[src/sv/tcd_pkg.sv]
// ----------------------------------------------------------------------------
// Tag command detector package
// Character codes, keyword and attribute tables, and the state encodings
// shared by the tag command detector.
// ----------------------------------------------------------------------------
package tcd_pkg;

	localparam int KwCount = 5;
	localparam int KwMaxLen = 6;
	localparam int AttrLen = 7;

	localparam logic [7:0] CH_NUL   = 8'h00;
	localparam logic [7:0] CH_LT    = 8'h3C;
	localparam logic [7:0] CH_GT    = 8'h3E;
	localparam logic [7:0] CH_SLASH = 8'h2F;
	localparam logic [7:0] CH_PLUS  = 8'h2B;
	localparam logic [7:0] CH_MINUS = 8'h2D;
	localparam logic [7:0] CH_SPACE = 8'h20;
	localparam logic [7:0] CH_TAB   = 8'h09;
	localparam logic [7:0] CH_CR    = 8'h0D;
	localparam logic [7:0] CH_ZERO  = 8'h30;
	localparam logic [7:0] CH_NINE  = 8'h39;

	// Keywords, padded with NUL to the longest one. Row order is event order.
	localparam logic [7:0] KW_TEXT [KwCount][KwMaxLen] = '{
		'{"p", "h", "o", "t", "o", 8'h00},
		'{"s", "t", "o", "r", "y", 8'h00},
		'{"s", "o", "u", "n", "d", 8'h00},
		'{"s", "t", "r", "e", "a", "m"},
		'{"g", "a", "m", "e", 8'h00, 8'h00}
	};
	localparam logic [2:0] KW_LEN [KwCount] = '{3'd5, 3'd5, 3'd5, 3'd6, 3'd4};

	localparam logic [7:0] ATTR_TEXT [AttrLen] = '{"s", "t", "a", "t", "e", "=", 8'h22};
	localparam logic [2:0] ATTR_DONE = 3'(AttrLen);

	typedef enum logic [2:0] {
		CMD_PHOTO  = 3'd0,
		CMD_STORY  = 3'd1,
		CMD_SOUND  = 3'd2,
		CMD_STREAM = 3'd3,
		CMD_GAME   = 3'd4
	} cmd_t;

	typedef enum logic [2:0] {
		PH_WAIT_FEATURE = 3'd0,
		PH_FEATURE_NAME = 3'd1,
		PH_WAIT_TAG     = 3'd2,
		PH_IN_TAG       = 3'd3,
		PH_WAIT_CLOSE   = 3'd4,
		PH_TAG_ENDED    = 3'd5
	} phase_t;

	typedef enum logic [1:0] {
		NUM_ATTR   = 2'd0,
		NUM_SIGN   = 2'd1,
		NUM_DIGITS = 2'd2,
		NUM_DONE   = 2'd3
	} num_phase_t;

endpackage

[src/sv/tag_command_detector_core.sv]
// ----------------------------------------------------------------------------
// Tag command detector core
// Parses feature framing in a byte stream and raises command events.
// ----------------------------------------------------------------------------
// Usage: the slave side takes one character of command text per request in
// s_tdata. The block tracks <feature><cmd .../>...</feature> framing; inside
// each inner tag it looks for the keywords photo, story, sound, stream and
// game and for the attribute state=" followed by a decimal value. When a tag
// closes with '>' and the value holds a nonzero digit, the first keyword
// present in row order gives one master request with the event code.
// Most characters give no result at all.
// Latency: an event appears on m_tvalid in the cycle after the closing '>'
// is accepted. Throughput: one character per cycle; all parsing is a single
// level of small matchers between the state registers and the result
// register, so nothing limits the rate but the output handshake.
// Reset clears the framing state to "waiting for feature open" and drops
// any pending event. When the receiver stalls with an event waiting, the
// slave side is held off until that event is taken; while the result
// register is empty or being emptied, a new character is taken every cycle.
// ----------------------------------------------------------------------------
module tag_command_detector_core
	import tcd_pkg::*;
(
	input  logic       clk,
	input  logic       arst_n,
	input  logic       s_tvalid,
	output logic       s_tready,
	input  logic [7:0] s_tdata,   // [7:0] in_byte
	output logic       m_tvalid,
	input  logic       m_tready,
	output logic [7:0] m_tdata    // [2:0] command, [7:3] zero
);

	// Parser state.
	phase_t     phase_q, phase_d;
	logic [7:0] held_char_q, held_char_d;
	logic       held_valid_q, held_valid_d;
	logic [2:0] kw_prog_q [KwCount];
	logic [2:0] kw_prog_d [KwCount];
	logic [KwCount-1:0] kw_seen_q, kw_seen_d;
	logic [2:0] attr_prog_q, attr_prog_d;
	num_phase_t num_q, num_d;
	logic       nonzero_q, nonzero_d;

	// Result register.
	logic       m_tvalid_q;
	cmd_t       cmd_q, cmd_d;
	logic       emit;

	// Committed-character helpers.
	logic       accept;
	logic       do_commit;
	logic       do_clear;
	logic [7:0] cc;
	logic       cc_space;
	logic       cc_digit;
	logic [2:0] kp [KwCount];
	logic [2:0] ap;

	assign accept   = s_tvalid && s_tready;
	assign s_tready = !m_tvalid_q || m_tready;
	assign m_tvalid = m_tvalid_q;
	assign m_tdata  = {5'd0, cmd_q};

	// The held character is the one that enters the tag text; the character
	// just received is held back so that the last one before '>' is left out.
	assign cc       = held_char_q;
	assign cc_space = (cc == CH_SPACE) || (cc >= CH_TAB && cc <= CH_CR);
	assign cc_digit = (cc >= CH_ZERO) && (cc <= CH_NINE);

	always_comb begin
		phase_d      = phase_q;
		held_char_d  = held_char_q;
		held_valid_d = held_valid_q;
		kw_seen_d    = kw_seen_q;
		attr_prog_d  = attr_prog_q;
		num_d        = num_q;
		nonzero_d    = nonzero_q;
		for (int k = 0; k < KwCount; k++) begin
			kw_prog_d[k] = kw_prog_q[k];
			kp[k]        = 3'd0;
		end
		ap        = 3'd0;
		emit      = 1'b0;
		cmd_d     = cmd_q;
		do_commit = 1'b0;
		do_clear  = 1'b0;

		unique case (phase_q)
			PH_FEATURE_NAME: begin
				if (s_tdata == CH_GT)
					phase_d = PH_WAIT_TAG;
			end
			PH_WAIT_TAG: begin
				if (s_tdata == CH_LT) begin
					phase_d  = PH_IN_TAG;
					do_clear = 1'b1;
				end
			end
			PH_IN_TAG, PH_TAG_ENDED: begin
				if (s_tdata == CH_SLASH && !held_valid_q) begin
					phase_d = PH_WAIT_CLOSE;
				end else if (s_tdata == CH_GT) begin
					if (num_q != NUM_ATTR && nonzero_q) begin
						emit = |kw_seen_q;
						for (int k = KwCount - 1; k >= 0; k--) begin
							if (kw_seen_q[k])
								cmd_d = cmd_t'(3'(k));
						end
					end
					phase_d = PH_WAIT_TAG;
				end else begin
					do_commit    = held_valid_q && (phase_q == PH_IN_TAG);
					held_char_d  = s_tdata;
					held_valid_d = 1'b1;
				end
			end
			PH_WAIT_CLOSE: begin
				if (s_tdata == CH_GT)
					phase_d = PH_WAIT_FEATURE;
			end
			default: begin
				phase_d = (s_tdata == CH_LT) ? PH_FEATURE_NAME : PH_WAIT_FEATURE;
			end
		endcase

		if (do_commit) begin
			if (cc == CH_NUL) begin
				// A NUL ends the tag text; the tag still runs to '>'.
				phase_d = PH_TAG_ENDED;
			end else begin
				// Each pattern's first letter occurs once in it, so a mismatch
				// can only restart on that first letter.
				for (int k = 0; k < KwCount; k++) begin
					kp[k] = (kw_prog_q[k] >= KW_LEN[k]) ? 3'd0 : kw_prog_q[k];
					if (KW_TEXT[k][kp[k]] == cc)
						kp[k] = kp[k] + 3'd1;
					else
						kp[k] = (KW_TEXT[k][0] == cc) ? 3'd1 : 3'd0;
					if (kp[k] == KW_LEN[k])
						kw_seen_d[k] = 1'b1;
					kw_prog_d[k] = kp[k];
				end
				unique case (num_q)
					NUM_ATTR: begin
						ap = (attr_prog_q == ATTR_DONE) ? 3'd0 : attr_prog_q;
						if (ATTR_TEXT[ap] == cc)
							ap = ap + 3'd1;
						else
							ap = (ATTR_TEXT[0] == cc) ? 3'd1 : 3'd0;
						if (ap == ATTR_DONE) begin
							attr_prog_d = 3'd0;
							num_d       = NUM_SIGN;
						end else begin
							attr_prog_d = ap;
						end
					end
					NUM_SIGN: begin
						if (cc_space) begin
							num_d = NUM_SIGN;
						end else if (cc == CH_PLUS || cc == CH_MINUS) begin
							num_d = NUM_DIGITS;
						end else if (cc_digit) begin
							num_d = NUM_DIGITS;
							if (cc != CH_ZERO)
								nonzero_d = 1'b1;
						end else begin
							num_d = NUM_DONE;
						end
					end
					NUM_DIGITS: begin
						if (cc_digit) begin
							if (cc != CH_ZERO)
								nonzero_d = 1'b1;
						end else begin
							num_d = NUM_DONE;
						end
					end
					default: begin
						num_d = NUM_DONE;
					end
				endcase
			end
		end

		if (do_clear) begin
			held_char_d  = 8'd0;
			held_valid_d = 1'b0;
			for (int k = 0; k < KwCount; k++)
				kw_prog_d[k] = 3'd0;
			kw_seen_d   = '0;
			attr_prog_d = 3'd0;
			num_d       = NUM_ATTR;
			nonzero_d   = 1'b0;
		end
	end

	always_ff @(posedge clk or negedge arst_n) begin
		if (!arst_n) begin
			phase_q      <= PH_WAIT_FEATURE;
			held_char_q  <= 8'd0;
			held_valid_q <= 1'b0;
			for (int k = 0; k < KwCount; k++)
				kw_prog_q[k] <= 3'd0;
			kw_seen_q    <= '0;
			attr_prog_q  <= 3'd0;
			num_q        <= NUM_ATTR;
			nonzero_q    <= 1'b0;
		end else if (accept) begin
			phase_q      <= phase_d;
			held_char_q  <= held_char_d;
			held_valid_q <= held_valid_d;
			for (int k = 0; k < KwCount; k++)
				kw_prog_q[k] <= kw_prog_d[k];
			kw_seen_q    <= kw_seen_d;
			attr_prog_q  <= attr_prog_d;
			num_q        <= num_d;
			nonzero_q    <= nonzero_d;
		end
	end

	// Result register: loaded on an accepted character that raises an event,
	// emptied when the receiver takes it.
	always_ff @(posedge clk or negedge arst_n) begin
		if (!arst_n) begin
			m_tvalid_q <= 1'b0;
		end else if (accept) begin
			m_tvalid_q <= emit;
		end else if (m_tready) begin
			m_tvalid_q <= 1'b0;
		end
	end

	always_ff @(posedge clk) begin
		if (accept && emit)
			cmd_q <= cmd_d;
	end

`ifndef SYNTHESIS
	a_ended_has_held: assert property (@(posedge clk) disable iff (!arst_n)
		phase_q == PH_TAG_ENDED |-> held_valid_q)
		else $error("tag text ended without a held character");

	a_no_value_before_attr: assert property (@(posedge clk) disable iff (!arst_n)
		num_q == NUM_ATTR |-> !nonzero_q)
		else $error("value flagged nonzero before the attribute was found");

	a_event_from_tag: assert property (@(posedge clk) disable iff (!arst_n)
		$rose(m_tvalid) |-> $past(phase_q == PH_IN_TAG || phase_q == PH_TAG_ENDED))
		else $error("event raised outside a tag");

	a_event_code_range: assert property (@(posedge clk) disable iff (!arst_n)
		m_tvalid |-> m_tdata[2:0] <= CMD_GAME)
		else $error("event code out of range");
`endif

endmodule
[config.mk]
export PLATFORM = sky130hd
export DESIGN_NAME = tag_command_detector_core
export DESIGN_NICKNAME = d
export VERILOG_FILES = /design/src/sv/tcd_pkg.sv /design/src/sv/tag_command_detector_core.sv
export SDC_FILE = /design/constraint.sdc
export NUM_CORES = 1
export LEC_CHECK = 0
export ABC_AREA = 1
export BUFFER_PORTS_ARGS = -buffer_cell sky130_fd_sc_hd__buf_2
export CAP_MARGIN = 20
export CORE_MARGIN = 2
export CORE_UTILIZATION = 57
export CTS_BUF_LIST = sky130_fd_sc_hd__clkbuf_4
export DETAILED_ROUTE_END_ITERATION = 7
export HOLD_SLACK_MARGIN = 0.15
export PLACE_DENSITY_LB_ADDON = 0.2
export SLEW_MARGIN = 20
export SYNTH_ARGS = -nofsm -noshare
export SYNTH_HDL_FRONTEND = slang
export SYNTH_SLANG_ARGS = --single-unit
[constraint.sdc]
create_clock -name clk -period 1.8 [get_ports clk]
set_input_delay 0 -clock clk [delete_from_list [all_inputs] [get_ports clk]]
set_output_delay 0 -clock clk [all_outputs]
set_load 0.01 [all_outputs]
Word level (Yosys, flattened, before mapping)
Memories as Yosys holds them, arrays and structs flattened.
Cells that the tools add are included.
{"block": "classes", "add_sub_neg": 6, "n_mul": 0, "n_div": 0, "n_lt_le_gt_ge": 15, "eq_ne": 37, "shift": 0, "muxes": 104, "bitwise_logic": 7, "reduce_logical": 41}
{"op": "8-bit two-way mux", "n": 16}
{"op": "3-bit two-way mux", "n": 37}
{"op": "8-bit by 6-bit equality test with 1-bit output (second input constant)", "n": 6}
{"op": "8-bit equality test", "n": 6}
{"op": "15-bit two-way mux", "n": 3}
{"op": "1-bit two-way mux", "n": 34}
{"op": "4-bit AND reduction", "n": 7}
{"op": "3-bit equality test (second input constant)", "n": 9}
{"op": "7-bit by 8-bit equality test with 1-bit output (first input constant)", "n": 3}
{"op": "4-bit >= comparator (second input constant)", "n": 6}
{"op": "3-bit inverter with 4-bit output", "n": 6}
{"op": "2-bit nonzero test", "n": 10}
{"op": "3-bit by 1-bit adder with 3-bit output (second input constant)", "n": 6}
{"op": "2-bit two-way mux", "n": 8}
{"op": "3-bit >= comparator (second input constant)", "n": 5}
{"op": "5-bit two-way mux", "n": 3}
{"op": "3-bit inequality test (second input constant)", "n": 4}
{"op": "3-bit case mux with 4 select lines", "n": 1}
{"op": "6-bit AND reduction", "n": 2}
{"op": "8-bit by 4-bit >= comparator with 1-bit output (second input constant)", "n": 1}
{"op": "8-bit by 6-bit >= comparator with 1-bit output (second input constant)", "n": 1}
{"op": "8-bit by 4-bit less-or-equal comparator with 1-bit output (second input constant)", "n": 1}
{"op": "8-bit by 6-bit less-or-equal comparator with 1-bit output (second input constant)", "n": 1}
{"op": "8-bit logical NOT", "n": 1}
{"op": "20 further kinds", "n": 33}
{"block": "word_totals", "register_bits": 42, "latch_bits": 0, "mem_bits_rw": 0, "rom_bits": 384, "output_inout_bits": 10, "word_cells": 236, "n_memories": 6}
{"memory": "(name not given)", "depth": 8, "word_bits": 8, "read_ports": 1, "rd_ports_with_merged_regs": 0, "write_ports": 0, "line": "tag_command_detector_core.sv:147", "source": "if (ATTR_TEXT[ap] == cc)"}
{"memory": "(name not given)", "depth": 8, "word_bits": 8, "read_ports": 1, "rd_ports_with_merged_regs": 0, "write_ports": 0, "line": "tag_command_detector_core.sv:136", "source": "if (KW_TEXT[k][kp[k]] == cc)"}
{"memory": "(name not given)", "depth": 8, "word_bits": 8, "read_ports": 1, "rd_ports_with_merged_regs": 0, "write_ports": 0, "line": "tag_command_detector_core.sv:136"}
{"memory": "(name not given)", "depth": 8, "word_bits": 8, "read_ports": 1, "rd_ports_with_merged_regs": 0, "write_ports": 0, "line": "tag_command_detector_core.sv:136"}
{"memory": "(name not given)", "depth": 8, "word_bits": 8, "read_ports": 1, "rd_ports_with_merged_regs": 0, "write_ports": 0, "line": "tag_command_detector_core.sv:136"}
{"memory": "(name not given)", "depth": 8, "word_bits": 8, "read_ports": 1, "rd_ports_with_merged_regs": 0, "write_ports": 0, "line": "tag_command_detector_core.sv:136"}

Depth between registers and ports, before layout
Gate-level depths: netlist of the first run.
{"block": "depth", "word_depth": 17, "depth_mapped": 14, "ltp_nobuf": 14}

Least setup slack after synthesis of the first run
No wires, ideal clock.
{"block": "synth_timing", "path_kind": "register to register", "startpoint": "reg attr_prog_q[0]", "endpoint": "reg num_q[1]", "setup_ns": 0.117, "t_arrival_ns": 1.712, "required_ns": 1.683, "setup_slack_ns": -0.029, "path_stages_with_launch": 14, "path_buffers": 0, "synth_period_minus_slack_ns": 1.829, "path_cell_list": "dfrtp_1 -> ha_1 -> inv_1 -> nand3_1 -> nand2_1 -> nand2_1 -> nand2_1 -> nand3_2 -> nor2_4 -> nand4_4 -> nand3_2 -> nand2_2 -> nand2_1 -> nand2_1"}
{"block": "synth_between", "elab_chain_len": 14}
{"element": "from (decl)", "line": "tag_command_detector_core.sv:41", "source": "logic [2:0] attr_prog_q, attr_prog_d;"}
{"element": "from (signal assigned)", "line": "tag_command_detector_core.sv:216", "source": "attr_prog_q <= attr_prog_d;"}
{"element": "3-bit equality test", "line": "tag_command_detector_core.sv:146", "source": "ap = (attr_prog_q == ATTR_DONE) ? 3'd0 : attr_prog_q;"}
{"element": "3-bit two-way mux *", "line": "tag_command_detector_core.sv:146"}
{"element": "3-bit inverter with 4-bit output (implied by the code)", "line": "tag_command_detector_core.sv:147"}
{"element": "memory 8 x 8 bit"}
{"element": "8-bit two-way mux (implied by the code) (2 in series)", "line": "tag_command_detector_core.sv:147"}
{"element": "8-bit equality test", "line": "tag_command_detector_core.sv:147"}
{"element": "3-bit two-way mux *", "line": "tag_command_detector_core.sv:147"}
{"element": "3-bit two-way mux *", "line": "tag_command_detector_core.sv:144", "source": "unique case (num_q)"}
{"element": "3-bit two-way mux *", "line": "tag_command_detector_core.sv:128", "source": "if (cc == CH_NUL) begin"}
{"element": "3-bit two-way mux *", "line": "tag_command_detector_core.sv:127", "source": "if (do_commit) begin"}
{"element": "3-bit equality test *", "line": "tag_command_detector_core.sv:151", "source": "if (ap == ATTR_DONE) begin"}
{"element": "3-bit inequality test (no source line) *"}
{"element": "5-bit AND reduction (no source line) *"}
{"element": "to (signal assigned)", "line": "tag_command_detector_core.sv:217", "source": "num_q <= num_d;"}
{"element": "to (decl)", "line": "tag_command_detector_core.sv:42", "source": "num_phase_t num_q, num_d;"}
Mark *: on every way between the ends. The rest lies on a longest branch, timed or not. The select of a mux whose other input is x is not followed.
A chain may end at the register's enable or synchronous reset.

Worst setup path after layout of the first run
{"block": "layout_timing", "startpoint": "reg kw_prog_q[9] (netlist name)", "endpoint": "reg kw_seen_q[1]"}
{"block": "layout_between", "elab_chain_len": 13}
{"element": "from (decl)", "line": "tag_command_detector_core.sv:38", "source": "logic [2:0] kw_prog_q [KwCount];"}
{"element": "from (signal, indexed assignment)", "line": "tag_command_detector_core.sv:214", "source": "kw_prog_q[k] <= kw_prog_d[k];"}
{"element": "3-bit >= comparator", "line": "tag_command_detector_core.sv:135", "source": "kp[k] = (kw_prog_q[k] >= KW_LEN[k]) ? 3'd0 : kw_prog_q[k];"}
{"element": "3-bit two-way mux *", "line": "tag_command_detector_core.sv:135"}
{"element": "3-bit inverter with 4-bit output (implied by the code)", "line": "tag_command_detector_core.sv:136"}
{"element": "memory 8 x 8 bit"}
{"element": "8-bit two-way mux (implied by the code) (2 in series)", "line": "tag_command_detector_core.sv:136"}
{"element": "8-bit equality test", "line": "tag_command_detector_core.sv:136"}
{"element": "3-bit two-way mux *", "line": "tag_command_detector_core.sv:136"}
{"element": "3-bit two-way mux *", "line": "tag_command_detector_core.sv:128"}
{"element": "3-bit two-way mux *", "line": "tag_command_detector_core.sv:127"}
{"element": "3-bit equality test *", "line": "tag_command_detector_core.sv:140", "source": "if (kp[k] == KW_LEN[k])"}
{"element": "2-bit nonzero test (no source line) *"}
{"element": "4-bit AND reduction (no source line) *"}
{"element": "to (signal assigned)", "line": "tag_command_detector_core.sv:215", "source": "kw_seen_q <= kw_seen_d;"}
{"element": "to (decl)", "line": "tag_command_detector_core.sv:40", "source": "logic [KwCount-1:0] kw_seen_q, kw_seen_d;"}
Marks and branches as above.

==> impl_metrics.csv, run 1 <==
group,metric,value,unit
synthesis,synth_seq_cells,42,
place,place_congestion,0.9597,
hold_path,hold_path_class,"in -> async",
grt,grt_pass1_wl,16420,µm
cells_and_area,layout_commonest_cell,"nand2_1",
worst_setup_path,cp_slowest_cell,"dfrtp_1",
drt,via_per_inst,6.142,
run,cap_violations,0,
place,place_area,0.003826,mm²
cells_and_area,layout_common_cells,"nand2_1, buf_4, inv_1",
drt,vias,3992,
synthesis,synth_flop_cell,"dfrtp_1",
grt,track_usage,32.78,%
grt,grt_start_max_net_pins,15,
floorplan,num_rows,27,
grt,first_global_vias,3631,
timing,fmax,0.5039,GHz
synthesis,yosysTopAreaCellShare,29.18,%
worst_setup_path,cp_slowest_stage_delay,0.41,ns
floorplan,dieWidth,80.60,µm
synthesis,synth_warnings,0,
synthesis,syn_inst,487,
floorplan,start_util,60.00,%
worst_setup_path,path_cells,"o21ai_2 -> nand2_1 -> ha_1 -> inv_2 -> nand2_2 -> xor2_2 -> nor2_4 -> nand4_1 -> nor2_1 -> nand2_2 -> a21oi_2",
power,ir_drop,0.4740,mV
synthesis,synth_area,0.003344,mm²
cells_and_area,area_growth,38.65,%
clocking,cts_num_sinks,42,
synthesis,synth-seq-area-share,31.87,%
clocking,clockRootBuffer,"clkbuf_4",
worst_setup_path,cp_top_family,"simple AND/OR/NAND/NOR gates",
clocking,cts_tree,"built",
timing,tightest_slew,0.7381,ns
cells_and_area,final_nets,602,
clocking,insertion_delay,0.37,ns
worst_setup_path,critPathKind,"reg -> reg",
floorplan,core,0.005574,mm²
synthesis,yosysTopAreaCell,"dfrtp_1",
place,dp_cells,616,
synthesis,avgSynthCellArea,6.867,µm²
place,hpwl,7000,µm
cells_and_area,final_cells,650,
cells_and_area,diodes,0,
timing,maxSlewHeadroom,50.63,%
drt,dr.pass1.iters,5,
place,portBuffers,16,
synthesis,synthTopCellsByArea,"dfrtp_1, nand2_1, nand3_1",
clocking,cts_buffer_depth,2,
cells_and_area,drive_gt1_share,41.35,%
cells_and_area,finalInstanceArea,0.004637,mm²
worst_setup_path,required,2.10,ns
timing,maxSlewViolCount,0,
synthesis,async_flop_share,92.86,%
clocking,htree_levels,2,
grt,antenna_found_initial,0,
drt,ant_nets,0,
grt,grt_overflow_total,0,
run_status,violations,"negative setup slack",
drt,drc,0,
worst_setup_path,cpMostUsedCell,"nand2_2",
power,cellPowerDensity,642.3,mW/mm²
clocking,clk_pin_slew,0.15,ns
timing,postLayoutSetupSlackWorst,-0.1845,ns
synthesis,synth-edff-count,3,
drt,wire_per_inst,17.65,µm
timing,final_hold_viol_count,0,
floorplan,pin_count,22,
drt,postRouteWirelength,11470,µm
worst_setup_path,worstSetupStartpointType,"flip-flop",
timing,setup_viol,13,
floorplan,dieArea,0.006496,mm²
worst_setup_path,crit_arrival,2.29,ns
timing,rsz0062_at_grt,"yes",
drt,drt_iter0_markers,379,
worst_setup_path,crit_fanout,4,
worst_setup_path,worstSetupEndpointType,"flip-flop",
timing,period_minus_slack,1.985,ns
floorplan,die_h,80.60,µm
worst_setup_path,crit_buf_inv,1,
timing,worst_clock_skew,0.01251,ns
timing,period_share,110.3,%
power,leakagePower,2.128,nW
run_status,status,"finished, violations left",
synthesis,synth_cell_types,41,
clocking,cts_buffers,5,
cell type report:
cell class / instances / area (µm²)
timing repair buffer: 91 / 719.4
sequential: 42 / 1071
clock buffer: 5 / 37.54
fill: 318 / 937.1
tap: 72 / 90.09
multi-input combinational: 362 / 2377
clock inverter: 3 / 43.79
inverter: 75 / 297.8
final timing paths:
kind                                    from             end  slack, ns  cells after the start
worst max register to register  kw_prog_q[9]    kw_seen_q[1]      -0.18                     11
min in group clk                  s_tdata[7]           cc[7]       0.41                      4
worst max-delay path            kw_prog_q[9]    kw_seen_q[1]      -0.18                     11
worst min-delay path                  arst_n    kw_seen_q[4]       0.19                      3
max in group asynchronous             arst_n  attr_prog_q[1]       0.44                      3
worst min register to register  kw_seen_q[4]    kw_seen_q[4]       0.54                      2
kinds of logic (layout without fill, tap and decap cells):
group | after synthesis | count (layout) | synth area share (%)
and+or+nand+nor | 269 | 269 | 38.53
buffers and inverters | 87 | 174 | 11.00
AOI/OAI and AO/OA | 66 | 66 | 11.26
DFF | 42 | 42 | 31.87
adders and majority gates | 13 | 13 | 4.864
xor gates and xnor gates | 9 | 9 | 2.357
other | 1 | 5 | 0.1121
synthesized netlist by cell type, drive strengths merged, types with 2 or more instances:
cell,instances
ha,13
o22ai,8
buf,12
nand3,56
clkinv,3
nand4,13
o211ai,3
nand2,130
edfxtp,3
inv,72
nor3,11
a21oi,16
dfrtp,39
nor2,55
o21ai,32
xor2,8
a211oi,2
state kept, by name (all words and copies together), names as in the netlist:
| name | count |
|---|---|
| cc | 8 |
| attr_prog_q | 3 |
| kw_prog_q | 15 |
| kw_seen_q | 5 |
| cmd_q | 3 |
| num_q | 2 |
| nonzero_q | 1 |
| phase_q | 3 |
| held_valid_q | 1 |
| m_tvalid | 1 |
per-stage QoR:
step | total power [mW] | util (%) | setup TNS, ns | worst slack, ns | hold slack (ns)
floorplan | 1.680 | - | 0 | 0.01213 | -0.2956
global placement | 1.959 | 68.64 | 0 | 0.005040 | -0.06753
detailed placement | 1.991 | 68.64 | -0.4936 | -0.1403 | -0.05718
CTS | 2.712 | 75.87 | -0.2282 | -0.08500 | 0.1958
global route | 3.108 | 83.19 | -2.662 | -0.2718 | 0.2005
finish | 2.979 | 83.19 | -1.047 | -0.1845 | 0.1893
worst register-to-register path: cells and delay by family, from the launching register on:
kind	cells	cell delay [ns]
xor gates and xnor gates	1	0.16
AOI/OAI and AO/OA	2	0.29
DFF	1	0.41
adders and majority gates	1	0.28
and+or+nand+nor	6	0.73
buffers and inverters	1	0.06
power by group:
group,switching [mW],internal (mW)
registers,0.0779,1.02
logic,0.737,0.484
clock network,0.365,0.296
total,1.18,1.80
repair_timing:
action                     CTS  global route
setup endpoints to repair   15            37
hold endpoints to repair    50             0
setup buffers                6             9
hold buffers                12             0
pin swaps                   25            47
gates resized for setup     46            99
routing by layer:
metal  up-vias  global-route usage (%)  routed length [µm]
li1       1765                       -                   -
met1      1901                   38.54                4201
met2       256                   59.42                5721
met3        70                   5.281                 966
met4         0                   12.37                 583
met5         -                       0                   0
Note: power is estimated with default switching activity, not from simulation.
==> run 2, diff against run 1 <==
--- a/config.mk
+++ b/config.mk
@@ -14,6 +14,7 @@
 export DETAILED_ROUTE_END_ITERATION = 7
 export HOLD_SLACK_MARGIN = 0.15
 export PLACE_DENSITY_LB_ADDON = 0.2
+export SETUP_SLACK_MARGIN = 0.2
 export SLEW_MARGIN = 20
 export SYNTH_ARGS = -nofsm -noshare
 export SYNTH_HDL_FRONTEND = slang
==> run 2 against run 1 <==
  * The flow finishes with violations (design-rule violations, negative setup slack)
  * Worst hold slack better by 0.0095 ns
  * Final area is 9.1% higher
  * Sequential power hardly changed
  * Setup slack worse by 0.38 ns
  * Sequential cell count stayed put
  * Via count is 12% higher
  * Final cell count is 4.0% higher
  * Power is 1.9% higher
  * Critical path depth is 2 lower
  * Die area stayed put
  * Register-to-register slack worse by 0.38 ns
  * Critical path type unchanged
  * Largest cell class unchanged
==> impl_metrics.csv, run 2 (synthesis gave the netlist of run 1 again) <==
group,metric,value,unit
cells_and_area,area_growth,51.29,%
clocking,cts_num_sinks,42,
clocking,cts_tree,"built",
place,portBuffers,16,
hold_path,hold_path_class,"in -> reg",
cells_and_area,layout_commonest_cell,"nand2_1",
worst_setup_path,path_cells,"buf_4 -> buf_4 -> o21ai_0 -> nand2_1 -> nor3_1 -> nor2_4 -> nand2_4 -> nand2_2 -> nand2_1",
timing,worst_clock_skew,0.02032,ns
worst_setup_path,crit_buf_inv,2,
timing,hold_ws,0.1989,ns
cells_and_area,regArea,0.001079,mm²
cells_and_area,fill_cells,222,
clocking,clk_pin_slew,0.17,ns
drt,drt_iter0_markers,646,
floorplan,core,0.005574,mm²
run_status,status,"finished, violations left",
clocking,htree_levels,2,
power,ir_drop,0.5196,mV
timing,period_minus_slack,2.364,ns
place,place_congestion,0.8880,
cells_and_area,final_nets,628,
worst_setup_path,worstSetupEndpointType,"flip-flop",
cells_and_area,largestRegisters,"kw_prog_q (15), cc (8), kw_seen_q (5)",
drt,dr.pass1.iters,8,
timing,period_share,131.3,%
grt,grt_pass1_wl,17730,µm
worst_setup_path,required,2.14,ns
drt,drc,39,
worst_setup_path,cp_slowest_cell,"nor3_1",
timing,setup_viol,22,
worst_setup_path,critPathKind,"reg -> reg",
timing,final_hold_viol_count,0,
worst_setup_path,cp_slowest_stage_delay,0.73,ns
cells_and_area,largest_register_ffs,15,
drt,via_per_inst,6.596,
timing,maxSlewHeadroom,43.66,%
grt,first_global_vias,3792,
timing,setup_tns,-3.715,ns
clocking,cts_buffer_depth,2,
place,hpwl,6804,µm
drt,vias,4459,
drt,wire_per_inst,21.87,µm
floorplan,num_rows,27,
worst_setup_path,crit_arrival,2.70,ns
run,cap_violations,0,
cells_and_area,drive_gt1_share,47.19,%
cells_and_area,largest-register,"kw_prog_q",
grt,grt_overflow_total,0,
floorplan,dieWidth,80.60,µm
timing,tightest_slew,0.8387,ns
clocking,cts_buffers,5,
worst_setup_path,worstSetupStartpointType,"flip-flop",
cells_and_area,layout_common_cells,"nand2_1, buf_4, inv_1",
run_status,violations,"design-rule violations, negative setup slack",
timing,rsz0062_at_grt,"yes",
cells_and_area,multi_input_comb_area,0.002555,mm²
floorplan,dieArea,0.006496,mm²
power,leakagePower,2.348,nW
worst_setup_path,crit_fanout,4,
grt,track_usage,35.67,%
drt,postRouteWirelength,14780,µm
floorplan,pin_count,22,
timing,postLayoutSetupSlackWorst,-0.5637,ns
grt,antenna_found_initial,0,
clocking,clockRootBuffer,"clkbuf_4",
clocking,insertion_delay,0.41,ns
timing,maxSlewViolCount,0,
power,cellPowerDensity,600.0,mW/mm²
worst_setup_path,cp_top_family,"simple AND/OR/NAND/NOR gates",
grt,grt_start_max_net_pins,20,
floorplan,die_h,80.60,µm
power,fin_total_pwr,3.036,mW
floorplan,start_util,60.00,%
drt,ant_nets,0,
cells_and_area,diodes,0,
timing,fmax,0.4231,GHz
## run 2: cell count changes in the layout (fill, tap and decap cells not counted), sizes merged
| cell | previous run | this run |
|---|---|---|
| buf | 79 | 101 |
| bufinv | 1 | 0 |
| clkinv | 4 | 3 |
| clkinvlp | 1 | 2 |
| dlygate4sd3 | 12 | 15 |
| inv | 72 | 73 |
| nand2 | 130 | 131 |
## run 2: final cells by class
type	count	share of cell area [%]
repair buffers	116	19.46
clock inverters	3	0.3215
well taps	72	1.780
inverters	75	5.885
clock buffers	5	0.7418
multi-input cells	363	50.49
flip-flops and latches	42	21.32
## run 2: worst reg2reg max path: stages (launching register included)
cell,delay (ns)
dfrtp_1,0.49
buf_4,0.17
buf_4,0.13
o21ai_0,0.21
nand2_1,0.21
nor3_1,0.73
nor2_4,0.11
nand2_4,0.12
nand2_2,0.06
nand2_1,0.07
## run 2: power by group
part	total, mW	switching, mW	internal (mW)
Sequential	1.12	0.0945	1.02
Combinational	1.37	0.827	0.544
Clock	0.549	0.403	0.146
## run 2: metrics by stage
step           utilization, %  setup WS [ns]  cell area (µm²)  std cells
2_1_floorplan               -        0.06498             3430        491
3_3_place_gp            67.70       0.007680             3774        600
3_5_place_dp            67.70       -0.08635             3774        600
4_1_cts                 80.83       -0.07713             4506        651
5_1_grt                 90.77        -0.5595             5060        676
6_report                90.77        -0.5637             5060        676
## run 2: layer usage
| metal | vias up | wire (µm) | GRT usage (%) |
|---|---|---|---|
| met5 | - | 0 | 0 |
| met4 | 0 | 1523 | 20.85 |
| met3 | 182 | 1677 | 6.067 |
| met2 | 450 | 6838 | 60.42 |
| met1 | 2015 | 4744 | 42.25 |
| li1 | 1812 | - | - |
## run 2: path summary, 6_finish.rpt
check,start,to,slack [ns],depth (start not counted)
worst max-delay path,cc[2],num_q[1],-0.56,9
worst min-delay path,s_tdata[6],m_tvalid,0.20,6
worst max register to register,cc[2],num_q[1],-0.56,9
worst min register to register,kw_seen_q[0],kw_seen_q[0],0.57,2
max in group asynchronous,arst_n,kw_prog_q[4],0.50,3
min in group asynchronous,arst_n,kw_prog_q[14],0.50,3
## run 2: repair_timing
| item | 4_1_cts | 5_1_grt |
|---|---|---|
| hold buffers | 14 | 2 |
| gates resized for setup | 88 | 94 |
| hold endpoints to repair | 51 | 15 |
| gates cloned | 1 | 0 |
| pin swaps | 50 | 61 |
| buffers inserted | 28 | 24 |
| endpoints found under the setup margin | 37 | 41 |
==> run 3, diff against run 2 <==
--- a/config.mk
+++ b/config.mk
@@ -8,7 +8,6 @@
 export ABC_AREA = 1
 export BUFFER_PORTS_ARGS = -buffer_cell sky130_fd_sc_hd__buf_2
 export CAP_MARGIN = 20
-export CORE_MARGIN = 2
 export CORE_UTILIZATION = 57
 export CTS_BUF_LIST = sky130_fd_sc_hd__clkbuf_4
 export DETAILED_ROUTE_END_ITERATION = 7
==> run 3 against run 2 <==
  * The run now fails in global routing (5_1_grt)
  * Synthesized cell count unchanged
  * Synthesized area unchanged
==> impl_metrics.csv, run 3 <==
group,metric,value,unit
synthesis,synth_warnings,0,
synthesis,syn_inst,487,
synthesis,synth_cell_types,41,
run_status,status,"aborted with a tool error",
synthesis,yosysTopAreaCell,"dfrtp_1",
place,place_congestion,0.9141,
floorplan,num_rows,27,
synthesis,yosys-top-cells-count,"nand2_1, inv_1, nand3_1",
clocking,cts_buffer_depth,2,
floorplan,die_h,78.60,µm
place,hpwl,6795,µm
timing,grt_repair_worst_endpoint,"kw_seen_q[1]$_DFFE_PN0P_/D",
floorplan,start_util,60.00,%
floorplan,dieWidth,78.60,µm
synthesis,synth_area,0.003344,mm²
synthesis,avgSynthCellArea,6.867,µm²
clocking,cts_buffers,5,
synthesis,async_flop_share,92.86,%
synthesis,yosysTopAreaCellShare,29.18,%
synthesis,synth_seq_cells,42,
synthesis,synth_flop_cell,"dfrtp_1",
grt,grt_start_max_net_pins,23,
clocking,clockRootBuffer,"clkbuf_4",
grt,grt_overflow_total,112,
run_status,error_line,"[ERROR GRT-0232] Routing congestion too high. Check the congestion heatmap in the GUI.",
run_status,stop_stage,"global routing (5_1_grt)",
synthesis,synth-edff-count,3,
clocking,htree_levels,2,
place,portBuffers,16,
synthesis,synthTopCellsByArea,"dfrtp_1, nand2_1, nand3_1",
place,pre_cts_ws,-0.08786,ns
synthesis,yosysMostFrequentCell,"nand2_1",
synthesis,synth-seq-area-share,31.87,%
place,dp_cells,602,
timing,worstEndpointType,"register data pin",
clocking,cts_num_sinks,42,
grt,track_usage,77.06,%
floorplan,pin_count,22,
run 3: cell counts after synthesis:
Identical to the previous run, type by type.
run 3: metrics by stage:
stage               cell area, µm²  TNS (ns)  utilization [%]
floorplan                     3430         0                -
CTS                           4656   -0.3710            83.52
global placement              3801         0            68.19
detailed placement            3801   -0.3408            68.19
run 3: cell families after synthesis:
family	Yosys count	share of synthesized area, %
compound gates	66	11.26
simple gates	269	38.53
flops	42	31.87
xor+xnor	9	2.357
other cells	1	0.1121
buf+inv	87	11.00
fa+ha+maj	13	4.864
run 3: routing by layer:
metal  overflow  global-route usage, %
met1          4                  74.91
met2         65                  99.04
met3          0                  53.02
met4         43                  88.33
met5          0                  6.364
run 3: repair_timing:
action                     4_1_cts
gates resized for setup        105
pin swaps                       68
hold buffers                    13
buffers inserted                42
hold endpoints to repair        51
setup endpoints to repair       37
==> run 4, diff against run 3 <==
--- a/config.mk
+++ b/config.mk
@@ -8,12 +8,9 @@
 export ABC_AREA = 1
 export BUFFER_PORTS_ARGS = -buffer_cell sky130_fd_sc_hd__buf_2
 export CAP_MARGIN = 20
-export CORE_UTILIZATION = 57
-export CTS_BUF_LIST = sky130_fd_sc_hd__clkbuf_4
+export CORE_UTILIZATION = 40
 export DETAILED_ROUTE_END_ITERATION = 7
-export HOLD_SLACK_MARGIN = 0.15
-export PLACE_DENSITY_LB_ADDON = 0.2
-export SETUP_SLACK_MARGIN = 0.2
+export PLACE_DENSITY_LB_ADDON = 0.15
 export SLEW_MARGIN = 20
 export SYNTH_ARGS = -nofsm -noshare
 export SYNTH_HDL_FRONTEND = slang
==> constraint.sdc (replaced) <==
create_clock -name clk -period 2.3 [get_ports clk]
set_input_delay 0 -clock clk [delete_from_list [all_inputs] [get_ports clk]]
set_output_delay 0 -clock clk [all_outputs]
set_load 0.01 [all_outputs]
==> run 4 against run 3 <==
  * The run now ends clean
==> impl_metrics.csv, run 4 (synthesis gave the netlist of run 1 again) <==
group,metric,value,unit
timing,rsz0062_at_grt,"no",
floorplan,dieWidth,93.44,µm
drt,vias,3125,
grt,grt_overflow_total,0,
timing,period_minus_slack,2.029,ns
clocking,cts_buffer_depth,2,
drt,drc,0,
timing,setup_viol,0,
grt,use_met3,2.764,%
place,place_congestion,0.8984,
drt,via_per_inst,5.048,
power,clockPowerShare,25.4,%
worst_setup_path,worstSetupStartpointType,"flip-flop",
drt,drt_iter0_markers,165,
clocking,cts_tree,"built",
power,cellPowerDensity,530.0,mW/mm²
grt,busiest_layer,"met2",
power,pwr-share-seq,44.3,%
cells_and_area,final_nets,541,
clocking,cts_num_sinks,42,
worst_setup_path,crit_arrival,2.20,ns
timing,maxSlewViolCount,0,
cells_and_area,finalInstanceArea,0.003706,mm²
drt,postRouteWirelength,8529,µm
clocking,clockRootBuffer,"clkbuf_8",
cells_and_area,largest-register,"kw_prog_q",
drt,ant_nets,0,
worst_setup_path,reg2reg_from,"cc[0]",
floorplan,num_rows,32,
grt,track_usage,21.75,%
hold_path,hold_path_class,"in -> reg",
clocking,htree_levels,2,
clocking,cts_setup_buffers,0,
power,internal_power,1.213,mW
place,place_area,0.003518,mm²
run,cap_violations,0,
cells_and_area,layout_commonest_cell,"nand2_1",
cells_and_area,diodes,0,
hold_path,hold_start,"s_tdata[4]",
timing,worst_clock_skew,0.01024,ns
power,swShare,38.25,%
grt,grt_pass1_wl,14760,µm
floorplan,die_h,93.44,µm
clocking,cts_buffers,5,
worst_setup_path,critPathKind,"reg -> reg",
cells_and_area,largestRegisters,"kw_prog_q (15), cc (8), kw_seen_q (5)",
timing,maxSlewHeadroom,37.90,%
place,hpwl,6378,µm
worst_setup_path,crit_path_start,"cc[0]",
timing,setup_tns,0,ns
cells_and_area,layout_common_cells,"nand2_1, inv_1, nand3_1",
cells_and_area,drive_gt1_share,15.67,%
clocking,clk_pin_slew,0.09,ns
power,leakagePower,1.783,nW
power,ir_drop,0.2962,mV
floorplan,pin_count,22,
floorplan,core,0.007888,mm²
timing,fmax,0.4928,GHz
floorplan,dieArea,0.008731,mm²
drt,wire_per_inst,13.78,µm
power,combPwrFrac,30.3,%
grt,met2_usage,37.99,%
worst_setup_path,worstSetupEndpointType,"flip-flop",
cells_and_area,area_growth,10.81,%
timing,final_hold_viol_count,0,
place,portBuffers,16,
grt,met1_usage,27.98,%
grt,grt_start_max_net_pins,40,
floorplan,start_util,42.40,%
grt,antenna_found_initial,0,
worst_setup_path,crit_fanout,10,
timing,tightest_slew,0.9315,ns
grt,first_global_vias,3121,
run_status,status,"finished, final reports clean",
power,p_sw,0.7514,mW
timing,period_share,88.23,%
drt,dr.pass1.iters,5,
worst_setup_path,required,2.47,ns
clocking,insertion_delay,0.30,ns
cells_and_area,largest_register_ffs,15,
## run 4: through the flow
stage	util [%]	cells	power, mW	hold slack (ns)	setup slack (ns)
6_report	46.99	619	1.964	0.02265	0.2708
3_5_place_dp	44.61	602	1.465	0.2030	0.2324
3_3_place_gp	44.61	602	1.457	0.2016	0.2615
2_1_floorplan	-	491	1.315	-0.2956	0.4712
5_1_grt	46.99	619	2.105	0.03647	0.03682
4_1_cts	46.89	619	1.974	0.004180	0.2190
## run 4: layout make-up
type	count	area, µm²
fill	779	4182
inverter	75	281.5
clock buffer	5	68.82
tap	102	127.6
multi-input combinational	362	1931
timing repair buffer	30	207.7
clock inverter	3	21.27
sequential	42	1069
## run 4: path summary, 6_finish.rpt
path,endpoint,slack [ns],depth (start not counted)
worst max-delay path,kw_prog_q[10],0.27,9
worst min-delay path,cc[4],0.02,3
worst max register to register,kw_prog_q[10],0.27,9
worst min register to register,kw_prog_q[0],0.51,2
max in group asynchronous,attr_prog_q[1],1.29,2
min in group asynchronous,held_valid_q,0.37,2
## run 4: what timing repair did
action / in CTS / in global routing
endpoints found under the setup margin: 0 / 3
gates resized for setup: 0 / 4
endpoints found under the hold margin: 47 / 0
hold buffers: 9 / 0
## run 4: power by group through the flow
| stage | sequential [mW] | clock (mW) | combinational (mW) |
|---|---|---|---|
| after floorplan | 0.853 | 0 | 0.461 |
| after global placement | 0.883 | 0 | 0.574 |
| after detailed placement | 0.884 | 0 | 0.580 |
| after CTS | 0.869 | 0.511 | 0.594 |
| after global routing | 0.879 | 0.544 | 0.682 |
| final | 0.871 | 0.499 | 0.595 |
## run 4: worst max-delay path, cell delays in order, from the launching register on
cell and delay, ns:
dfrtp_1 0.55, nor2_4 0.20, nand2_2 0.09, nor2_1 0.21
nor2_1 0.07, nand2_2 0.09, buf_4 0.20, inv_1 0.18
a21oi_1 0.21, a21oi_1 0.08
## run 4: metal layers
layer  vias up  part of all wire, %  wire (µm)
met5         -                    0          0
met1      1419                   48       4126
met2        50                   47       3991
met3        13                  3.1        263
met4         0                  1.7        148
li1       1643                    -          -
